<file path="config.mk">
export PLATFORM = sky130hd
export DESIGN_NAME = awsu_ctrl
export DESIGN_NICKNAME = d
export VERILOG_FILES = /design/src/rtl/core/awsu_pkg.sv /design/src/rtl/core/awsu_ctrl.sv
export SDC_FILE = /design/constraint.sdc
export NUM_CORES = 1
export LEC_CHECK = 0
export BUFFER_PORTS_ARGS = -buffer_cell sky130_fd_sc_hd__clkbuf_2
export CORE_AREA = 2 2 49 51
export CTS_BUF_LIST = sky130_fd_sc_hd__clkbuf_4 sky130_fd_sc_hd__clkbuf_8
export DETAILED_ROUTE_END_ITERATION = 10
export DIE_AREA = 0 0 51 53
export GPL_ROUTABILITY_DRIVEN = 1
export PLACE_DENSITY = 0.81
export SETUP_SLACK_MARGIN = 0.5
export SYNTH_ARGS = -nofsm -noshare
export SYNTH_HDL_FRONTEND = slang
export SYNTH_SLANG_ARGS = --single-unit
</file>
<file path="constraint.sdc">
create_clock -name clk_i -period 2.37 [get_ports clk_i]
set_clock_uncertainty 0.05 [all_clocks]
set_input_delay 0.3555 -clock clk_i [delete_from_list [all_inputs] [get_ports clk_i]]
set_output_delay 0.3555 -clock clk_i [all_outputs]
set_load 0.005 [all_outputs]
</file>
<file path="src/rtl/core/awsu_pkg.sv">
`timescale 1ns / 1ps
`default_nettype none

package awsu_pkg;

  // Grid limits
  localparam int unsigned MAX_NX_DEF = 256;
  localparam int unsigned MAX_NY_DEF = 256;
  localparam int unsigned MAX_NZ     = 4096;

  // Configuration port
  localparam int unsigned CFG_IDX_W  = 3;
  localparam int unsigned CFG_DATA_W = 32;

  typedef enum logic [CFG_IDX_W-1:0] {
    CFG_SIZE_X = 3'd0,
    CFG_SIZE_Y = 3'd1,
    CFG_SIZE_Z = 3'd2,
    CFG_INV_DX = 3'd3,
    CFG_INV_DY = 3'd4,
    CFG_INV_DZ = 3'd5
  } cfg_idx_e;

  // Window read slots: center, then minus/plus per axis
  typedef enum logic [2:0] {
    RD_C  = 3'd0,
    RD_XM = 3'd1,
    RD_XP = 3'd2,
    RD_YM = 3'd3,
    RD_YP = 3'd4,
    RD_ZM = 3'd5,
    RD_ZP = 3'd6
  } rd_sel_e;

  // Multiplier operand pair
  typedef enum logic [1:0] {
    AX_X    = 2'd0,
    AX_Y    = 2'd1,
    AX_Z    = 2'd2,
    AX_COEF = 2'd3
  } axis_e;

  // Controller to datapath commands
  typedef struct packed {
    logic    take;
    logic    write;
    logic    rd_en;
    rd_sel_e rd_sel;
    logic    diff;
    logic    mul_en;
    logic    mul_hi;
    axis_e   axis;
    logic    acc_ld;
    logic    acc_add;
    logic    lap_add;
    logic    lap_sat;
    logic    term;
    logic    out_load;
  } dp_cmd_t;

  // Datapath to controller status
  typedef struct packed {
    logic emit;
    logic wall;
    logic out_free;
  } dp_status_t;

endpackage

`default_nettype wire

</file>
<file path="src/rtl/core/awsu_ctrl.sv">
`timescale 1ns / 1ps
`default_nettype none

module awsu_ctrl (
  input  wire                  clk_i,
  input  wire                  rst_ni,
  input  wire                  in_valid_i,
  output logic                 in_ready_o,
  input  awsu_pkg::dp_status_t status_i,
  output awsu_pkg::dp_cmd_t    cmd_o
);

  typedef enum logic [12:0] {
    S_IDLE   = 13'b0000000000001,
    S_PREP   = 13'b0000000000010,
    S_WRITE  = 13'b0000000000100,
    S_READ   = 13'b0000000001000,
    S_DRAIN  = 13'b0000000010000,
    S_DIFF   = 13'b0000000100000,
    S_MUL_LO = 13'b0000001000000,
    S_MUL_HI = 13'b0000010000000,
    S_ACC    = 13'b0000100000000,
    S_LAP    = 13'b0001000000000,
    S_SAT    = 13'b0010000000000,
    S_TERM   = 13'b0100000000000,
    S_OUT    = 13'b1000000000000
  } state_e;

  state_e            state_q, state_d;
  awsu_pkg::rd_sel_e rd_q, rd_d;
  awsu_pkg::axis_e   ax_q, ax_d;

  // Next state and commands
  always_comb begin
    state_d = state_q;
    rd_d    = rd_q;
    ax_d    = ax_q;
    cmd_o   = '0;
    cmd_o.rd_sel = rd_q;
    cmd_o.axis   = ax_q;
    in_ready_o   = 1'b0;
    unique case (state_q)
      S_IDLE: begin
        in_ready_o = 1'b1;
        cmd_o.take = in_valid_i;
        if (in_valid_i) state_d = S_PREP;
      end
      S_PREP: state_d = S_WRITE;
      S_WRITE: begin
        cmd_o.write = 1'b1;
        rd_d = awsu_pkg::RD_C;
        if (!status_i.emit) state_d = S_IDLE;
        else if (status_i.wall) state_d = S_OUT;
        else state_d = S_READ;
      end
      S_READ: begin
        cmd_o.rd_en = 1'b1;
        if (rd_q == awsu_pkg::RD_ZP) state_d = S_DRAIN;
        else rd_d = awsu_pkg::rd_sel_e'(rd_q + 3'd1);
      end
      S_DRAIN: state_d = S_DIFF;
      S_DIFF: begin
        cmd_o.diff = 1'b1;
        ax_d = awsu_pkg::AX_X;
        state_d = S_MUL_LO;
      end
      S_MUL_LO: begin
        cmd_o.mul_en = 1'b1;
        state_d = S_MUL_HI;
      end
      S_MUL_HI: begin
        cmd_o.mul_en = 1'b1;
        cmd_o.mul_hi = 1'b1;
        cmd_o.acc_ld = 1'b1;
        state_d = S_ACC;
      end
      S_ACC: begin
        cmd_o.acc_add = 1'b1;
        state_d = (ax_q == awsu_pkg::AX_COEF) ? S_TERM : S_LAP;
      end
      S_LAP: begin
        cmd_o.lap_add = 1'b1;
        unique case (ax_q)
          awsu_pkg::AX_X: begin
            ax_d = awsu_pkg::AX_Y;
            state_d = S_MUL_LO;
          end
          awsu_pkg::AX_Y: begin
            ax_d = awsu_pkg::AX_Z;
            state_d = S_MUL_LO;
          end
          default: state_d = S_SAT;
        endcase
      end
      S_SAT: begin
        cmd_o.lap_sat = 1'b1;
        ax_d = awsu_pkg::AX_COEF;
        state_d = S_MUL_LO;
      end
      S_TERM: begin
        cmd_o.term = 1'b1;
        state_d = S_OUT;
      end
      S_OUT: begin
        if (status_i.out_free) begin
          cmd_o.out_load = 1'b1;
          state_d = S_IDLE;
        end
      end
      default: state_d = S_IDLE;
    endcase
  end

  // Hold state
  always_ff @(posedge clk_i or negedge rst_ni) begin
    if (!rst_ni) begin
      state_q <= S_IDLE;
      rd_q    <= awsu_pkg::RD_C;
      ax_q    <= awsu_pkg::AX_X;
    end else begin
      state_q <= state_d;
      rd_q    <= rd_d;
      ax_q    <= ax_d;
    end
  end

endmodule

`default_nettype wire

</file>
==> results.yml, run 1 <==
routing:
  drt-total-wl_microns: 3153
  drt-pass1-iter-count: 4
  drt-initial-drc-count: 52
  wl_per_cell_microns: 15.61
  drc: 0
  vias: 1163
  antenna_left: 0
  vias_per_cell: 5.757
floorplan:
  core_area_sq_mm: 0.002148
  start_util: 0.5271
  ioPinCount: 24
  fp.dieW_microns: 51
  die-area_sq_mm: 0.002703
  die_y_microns: 53
  rows: 17
layout:
  syn2layout_area_growth_pct: 41.10
  drive_gt1_frac: 0.4713
  nets: 183
  fin_area_sq_mm: 0.001598
  diodes: 0
yosys:
  synthTopCellsByCount: "17 x dfrtp_1, 13 x nand2_1, 8 x inv_1, 8 x nor2_1, 8 x o21ai_0"
  synth.avg_cell_area_sq_um: 9.281
  ys_seq_area_frac: 0.3989
  post-synth-top-count-cell: "dfrtp_1"
  synth_top_area_cell: "dfrtp_1"
  syn-cell-area_sq_mm: 0.001132
  dominantRegCellSynth: "dfrtp_1"
  ys_top_cells_by_area: "dfrtp_1 38%, nand2_1 4.3%, nor4_4 3.8%"
  synth_edf_count: 0
  yosysWarnings: 0
  ys_seq_elements: 18
  async_reset_ff_frac: 1.000
  syn_inst: 122
  synth_top_area_frac: 0.3757
  synth_nets: 130
  synth_cell_types: 40
outcome:
  status: "finished clean"
sta:
  rsz0062_at_grt: "yes"
  hold_viol_final: 0
  timing.max_slew.rel_slack: 0.5412
  timing.fmax_ghz: 0.4267
  finalSetupViolCount: 0
  fin_crit_sh: 0.9888
  slew_viol_final: 0
  setup_tns_ns: 0
  worst_pin_slew_ns: 0.6786
  finalCriticalPeriod_ns: 2.343
pwr:
  p_per_area_mw_per_mm2: 788.0
  p_leak_nw: 0.8169
  ir_drop_v: 0.0005814
setup_path:
  crit_fanout: 4
  cp_data_arrival_time_ns: 1.94
  start_kind: "flop"
  end_kind: "output pin"
  required_ns: 1.96
  worst-setup-path-type: "reg2out"
placed_design:
  port_buffers: 23
  hpwl_microns: 1726
  placed_area_sq_mm: 0.001271
  place_congestion: 0.8968
grt:
  grt_max_degree: 19
  grt.overflow.total: 0
  grt_pass1_vias: 1027
  track_usage: 0.2382
  grt_pass1_wl_microns: 4692
  antenna_found_initial: 0
job:
  max-cap-violations: 0
clock_tree:
  clock_sink_count: 18
  htree_num_levels: 1
  worstSkewPairLatency_ns: 0.30
  clockBufferDepth: 2
  numCtsBuffers: 3
  clock-root-buffer: "clkbuf_4"
  path_clk_slew_ns: 0.11
  cts_tree: "yes"
min_path:
  min_path_type: "in2reg"
[repair_timing]
action                                  4_1_cts  5_1_grt
hold buffers                                  1        0
resized for setup                            10       18
hold endpoints to repair                     17        0
buffers inserted                             21        7
pin swaps                                    10       11
gates cloned                                  0        0
endpoints found under the setup margin       14       22
[cells in the final DEF (no fill, tap or decap), drive strengths merged, types with 2 or more instances in the layout]
cell and count:
dfrtp 17, nand3 7, nand4 3, and3 5
a21oi 5, and4b 2, nor4 2, o211ai 2
nor2 8, nor2b 4, o21ai 8, buf 30
clkbuf 25, inv 9, o31ai 2, ha 2
xor2 2, nor3b 4, and2 6, nor3 3
nand2 13, nor4b 3
[per-stage QoR]
stage,worst slack (ns),std cells,power (mW),util,hold slack (ns)
after floorplan,0.4370,122,0.6978,-,0.009909
after global placement,0.2703,169,0.7925,0.5917,0.2733
after detailed placement,0.2447,169,0.8036,0.5917,0.2718
after CTS,0.01967,195,1.131,0.7036,0.2172
after global routing,-0.04876,202,1.328,0.7437,0.2020
final,0.02651,202,1.259,0.7437,0.2025
[critical path: stages, from the launching register on]
cell and delay, ns:
dfrtp_1 0.43, nor4_4 0.27, buf_4 0.17, nand3_4 0.07, or4b_4 0.51, inv_2 0.07
clkbuf_2 0.11
[power by group]
| part | leakage [nW] | switching (mW) | internal (mW) |
|---|---|---|---|
| combinational | 0.569 | 0.297 | 0.360 |
| clock | 0.0210 | 0.102 | 0.0938 |
| sequential | 0.227 | 0.0524 | 0.355 |
| total | 0.817 | 0.451 | 0.808 |
[flip-flops by register name, summed over array words and instances (netlist names)]
register and flops:
rd_q 3, state_q 13, ax_q 2
[area by class of cell]
cell class                 instances  area, sq um
clock buffer                       4        36.28
sequential                        18        454.2
fill                             150        550.5
timing repair buffer              52        346.6
multi-input combinational         91        691.9
inverter                           9        33.78
tap                               28        35.03
[cell families after synthesis]
logic type,after synthesis,share of synthesized area
compound gates,22,0.1204
xor+xnor,3,0.02321
fa+ha+maj,2,0.02210
buf+inv,13,0.05304
flops,18,0.3989
simple gates,64,0.3823
[path summary, 6_finish.rpt]
check,start,endpoint,slack [ns],depth (start not counted)
hold / removal,status_i[1],state_q[3],0.20,2
min in group asynchronous,rst_ni,state_q[5],0.48,2
max in group asynchronous,rst_ni,state_q[0],1.45,2
setup / recovery,state_q[5],cmd_o[4],0.03,6
setup reg to reg,state_q[5],rd_q[2],0.42,9
hold reg to reg,rd_q[0],rd_q[0],0.49,1
[routing by layer]
metal  vias up  track usage  wire length [microns]  share of wire
li1        546            -                      -              -
met1       566       0.3020                   1356           0.43
met2        45       0.4091                   1598           0.51
met3         6      0.02825                    144          0.046
met4         0       0.1036                     54          0.017
met5         -            0                      0              0
(Power assumes the default switching activity.)
==> inputs of run 2 (changes only) <==
--- a/config.mk
+++ b/config.mk
@@ -6,10 +6,10 @@
 export NUM_CORES = 1
 export LEC_CHECK = 0
 export BUFFER_PORTS_ARGS = -buffer_cell sky130_fd_sc_hd__clkbuf_2
-export CORE_AREA = 2 2 49 51
+export CORE_AREA = 2 2 45 55
 export CTS_BUF_LIST = sky130_fd_sc_hd__clkbuf_4 sky130_fd_sc_hd__clkbuf_8
 export DETAILED_ROUTE_END_ITERATION = 10
-export DIE_AREA = 0 0 51 53
+export DIE_AREA = 0 0 47 57
 export GPL_ROUTABILITY_DRIVEN = 1
 export PLACE_DENSITY = 0.81
 export SETUP_SLACK_MARGIN = 0.5
==> results.yml, run 2 (synthesis results as in run 1) <==
pwr:
  finalPower_mw: 1.272
  p_leak_nw: 0.8559
  p_per_area_mw_per_mm2: 753.4
  ir_drop_v: 0.0006743
setup_path:
  required_ns: 1.96
  crit_fanout: 5
  slowest_delay_ns: 0.51
  cp_data_arrival_time_ns: 1.96
  end_kind: "output pin"
  path_cells: "nor4_4, buf_4, nand3_4, or4b_4, inv_2, clkbuf_2"
  start_kind: "flop"
  slowest_stage: "or4b_4"
  worst-setup-path-type: "reg2out"
grt:
  grt_max_degree: 19
  grt.overflow.total: 0
  grt_pass1_wl_microns: 4698
  antenna_found_initial: 0
  grt_pass1_vias: 1046
  track_usage: 0.2432
floorplan:
  die-area_sq_mm: 0.002679
  ioPinCount: 24
  start_util: 0.5177
  rows: 19
  core_area_sq_mm: 0.002187
  die_y_microns: 57
  fp.dieW_microns: 47
layout:
  fin_util: 0.7717
  nFillCells: 150
  final_common_cell: "buf_4"
  largest_reg_flops: 13
  top_regs: "state_q x13, rd_q x3, ax_q x2"
  final_cell_mix: "27 x buf_4, 18 x clkbuf_2, 12 x dfrtp_1"
  syn2layout_area_growth_pct: 49.06
  layout.area.seq_sq_um: 457.9
  top_register: "state_q"
  diodes: 0
  nets: 189
  multi_input_area_sq_um: 701.9
  drive_gt1_frac: 0.5167
clock_tree:
  clock_sink_count: 18
  clockBufferDepth: 2
  path_clk_slew_ns: 0.11
  htree_num_levels: 1
  numCtsBuffers: 3
  clock-root-buffer: "clkbuf_4"
  worstSkewPairLatency_ns: 0.31
  cts_tree: "yes"
sta:
  timing.fmax_ghz: 0.4224
  slew_viol_final: 0
  finalSetupViolCount: 0
  hold_viol_final: 0
  worst_pin_slew_ns: 0.4776
  rsz0062_at_grt: "yes"
  finalCriticalPeriod_ns: 2.367
  timing.max_slew.rel_slack: 0.6816
  setup_ws_ns: 0.002851
  setup_tns_ns: 0
  fin_crit_sh: 0.9988
outcome:
  status: "finished clean"
routing:
  drt-initial-drc-count: 42
  vias_per_cell: 5.815
  wl_per_cell_microns: 16.27
  drt-pass1-iter-count: 4
  drt-total-wl_microns: 3432
  vias: 1227
  drc: 0
  antenna_left: 0
job:
  max-cap-violations: 0
placed_design:
  place_ws_ns: 0.2123
  port_buffers: 23
  hpwl_microns: 1908
  place_congestion: 0.8611
min_path:
  min_path_type: "in2reg"
[run 2: critical path, delay by kind of cell, from the launching register on]
kind | cells | cell delay (ns)
and+or+nand+nor | 3 | 0.86
DFF | 1 | 0.42
buffers and inverters | 3 | 0.38
[run 2: worst paths after layout]
path                       slack, ns          end        start  cells after the start
hold reg to reg                 0.52      rd_q[0]      rd_q[0]                      1
min in group asynchronous       0.47  state_q[11]       rst_ni                      2
hold / removal                  0.19   state_q[3]  status_i[1]                      2
max in group asynchronous       1.45   state_q[7]       rst_ni                      2
setup reg to reg                0.34      ax_q[0]   state_q[2]                     12
setup / recovery               0.003     cmd_o[4]   state_q[5]                      6
[run 2: layout make-up]
type	count	share of cell area
Clock buffer	4	0.02150
Inverter	9	0.02001
Multi-Input combinational cell	91	0.4159
Sequential cell	18	0.2713
Tap cell	31	0.02298
Timing Repair Buffer	58	0.2483
[run 2: what timing repair did]
item / in CTS / in global routing
setup buffers: 23 / 11
endpoints found under the setup margin: 15 / 19
pin swaps: 9 / 5
hold endpoints to repair: 17 / 0
hold buffers: 1 / 0
gates resized for setup: 15 / 20
[run 2: stage by stage]
step	hold slack [ns]	instance area, sq um	instances
floorplan	0.009909	1147	122
global placement	0.2719	1275	172
detailed placement	0.2770	1275	172
CTS	0.2040	1539	200
global route	0.2060	1688	211
finish	0.1920	1688	211
[run 2: routing by layer]
| metal | GRT usage | up-vias | share of wire |
|---|---|---|---|
| met3 | 0.02215 | 26 | 0.049 |
| met2 | 0.4462 | 56 | 0.55 |
| li1 | - | 559 | - |
| met1 | 0.2810 | 586 | 0.36 |
| met5 | 0 | - | 0 |
| met4 | 0.07937 | 0 | 0.042 |
[run 2: where the power goes]
group / total, mW / internal [mW] / switching [mW]
registers: 0.409 / 0.355 / 0.0542
clock network: 0.201 / 0.0939 / 0.107
logic: 0.662 / 0.366 / 0.296
total: 1.27 / 0.815 / 0.457
==> inputs of run 3 (changes only) <==
==> constraint.sdc (replaced) <==
create_clock -name clk_i -period 2.42 [get_ports clk_i]
set_clock_uncertainty 0.05 [all_clocks]
set_input_delay 0.363 -clock clk_i [delete_from_list [all_inputs] [get_ports clk_i]]
set_output_delay 0.363 -clock clk_i [all_outputs]
set_load 0.005 [all_outputs]
==> results.yml, run 3 (synthesis results as in run 1) <==
sta:
  timing.fmax_ghz: 0.4226
  setup_tns_ns: 0
  slew_viol_final: 0
  fin_crit_sh: 0.9777
  rsz0062_at_grt: "yes"
  timing.max_slew.rel_slack: 0.6889
  worst_pin_slew_ns: 0.4666
  setup_ws_ns: 0.05393
  finalSetupViolCount: 0
  hold_viol_final: 0
  finalCriticalPeriod_ns: 2.366
grt:
  track_usage: 0.2432
  grt_busiest_layer: "met2"
  grt.overflow.total: 0
  grt_pass1_wl_microns: 4698
  antenna_found_initial: 0
  met1_usage: 0.2810
  met3_usage: 0.02215
  gr-usage-met2: 0.4462
  grt_max_degree: 19
  grt_pass1_vias: 1046
clock_tree:
  clock_sink_count: 18
  path_clk_slew_ns: 0.11
  cts_tree: "yes"
  worstSkewPairLatency_ns: 0.30
  clock-root-buffer: "clkbuf_4"
  numCtsBuffers: 3
  clockBufferDepth: 2
  htree_num_levels: 1
routing:
  drt-initial-drc-count: 26
  drc: 0
  drt-total-wl_microns: 3101
  vias: 1150
  wl_per_cell_microns: 14.98
  drt-pass1-iter-count: 4
  antenna_left: 0
  vias_per_cell: 5.556
pwr:
  p_per_area_mw_per_mm2: 749.0
  ir_drop_v: 0.0006392
  p_leak_nw: 0.8369
placed_design:
  place_congestion: 0.8611
  hpwl_microns: 1908
  port_buffers: 23
  placed_cells: 172
  place_ws_ns: 0.2548
floorplan:
  start_util: 0.5177
  core_area_sq_mm: 0.002187
  die_y_microns: 57
  fp.dieW_microns: 47
  die-area_sq_mm: 0.002679
  ioPinCount: 24
  rows: 19
setup_path:
  slowest_stage: "or4b_4"
  worst-setup-path-type: "reg2out"
  required_ns: 2.01
  cp_data_arrival_time_ns: 1.95
  r2r_setup_slack_ns: 0.41
  start_kind: "flop"
  path_cells: "nor4_4, buf_4, nand3_4, or4b_4, inv_2, clkbuf_2"
  crit_fanout: 5
  slowest_delay_ns: 0.52
  end_kind: "output pin"
layout:
  top_register: "state_q"
  syn2layout_area_growth_pct: 45.30
  nets: 185
  final_cell_mix: "23 x buf_4, 18 x clkbuf_2, 13 x dfrtp_1"
  drive_gt1_frac: 0.4886
  largest_reg_flops: 13
  top_regs: "state_q x13, rd_q x3, ax_q x2"
  diodes: 0
  final_common_cell: "buf_4"
  stdcell_count: 207
min_path:
  min_path_type: "in2reg"
job:
  max-cap-violations: 0
outcome:
  status: "finished clean"
## run 3: cell types whose count changed in the layout (fill, tap and decap cells not counted), sizes merged
cell  change
buf       -4
## run 3: path summary, 6_finish.rpt
path                              from         end  cells past startpoint
min in group asynchronous       rst_ni     rd_q[1]                      2
max reg2reg                 state_q[2]     ax_q[0]                     12
max                         state_q[5]    cmd_o[4]                      6
min reg2reg                    rd_q[0]     rd_q[0]                      1
max in group asynchronous       rst_ni  state_q[0]                      2
min                        status_i[1]  state_q[3]                      2
## run 3: cell type report
type	instances	area, sq um
sequential	18	456.7
multi-input combinational	91	690.7
timing repair buffer	54	389.1
fill	156	541.8
clock buffer	4	36.28
inverter	9	33.78
tap	31	38.79
## run 3: layer usage
metal | routed length (microns) | up-vias
li1 | - | 548
met1 | 1136 | 561
met2 | 1777 | 32
met3 | 105 | 9
met4 | 82 | 0
met5 | 0 | -
## run 3: what timing repair did
| item | in CTS | in global routing |
|---|---|---|
| pin swaps | 9 | 4 |
| gates resized for setup | 15 | 17 |
| endpoints found under the setup margin | 14 | 15 |
| buffers inserted | 23 | 7 |
| hold endpoints to repair | 17 | 0 |
| hold buffers | 1 | 0 |
## run 3: where the power goes
group / switching, mW / internal [mW] / leakage, nW
sequential: 0.0512 / 0.348 / 0.224
clock: 0.0993 / 0.0919 / 0.0210
combinational: 0.283 / 0.359 / 0.592
total: 0.434 / 0.798 / 0.837
## run 3: worst max-delay path: cells and delay by family, from the launching register on
kind                   cells  cell delay, ns
AND/OR/NAND/NOR            3            0.87
flip-flops                 1            0.42
buffers and inverters      3            0.36
## run 3: stage by stage
| step | hold slack (ns) | instance area, sq um | util | power, mW |
|---|---|---|---|---|
| 3_3_place_gp | 0.2794 | 1275 | 0.5830 | 0.7758 |
| 2_1_floorplan | 0.01741 | 1147 | - | 0.6834 |
| 3_5_place_dp | 0.2845 | 1275 | 0.5830 | 0.7907 |
| 4_1_cts | 0.2115 | 1539 | 0.7037 | 1.116 |
| 5_1_grt | 0.2135 | 1645 | 0.7523 | 1.310 |
| 6_report | 0.2090 | 1645 | 0.7523 | 1.232 |
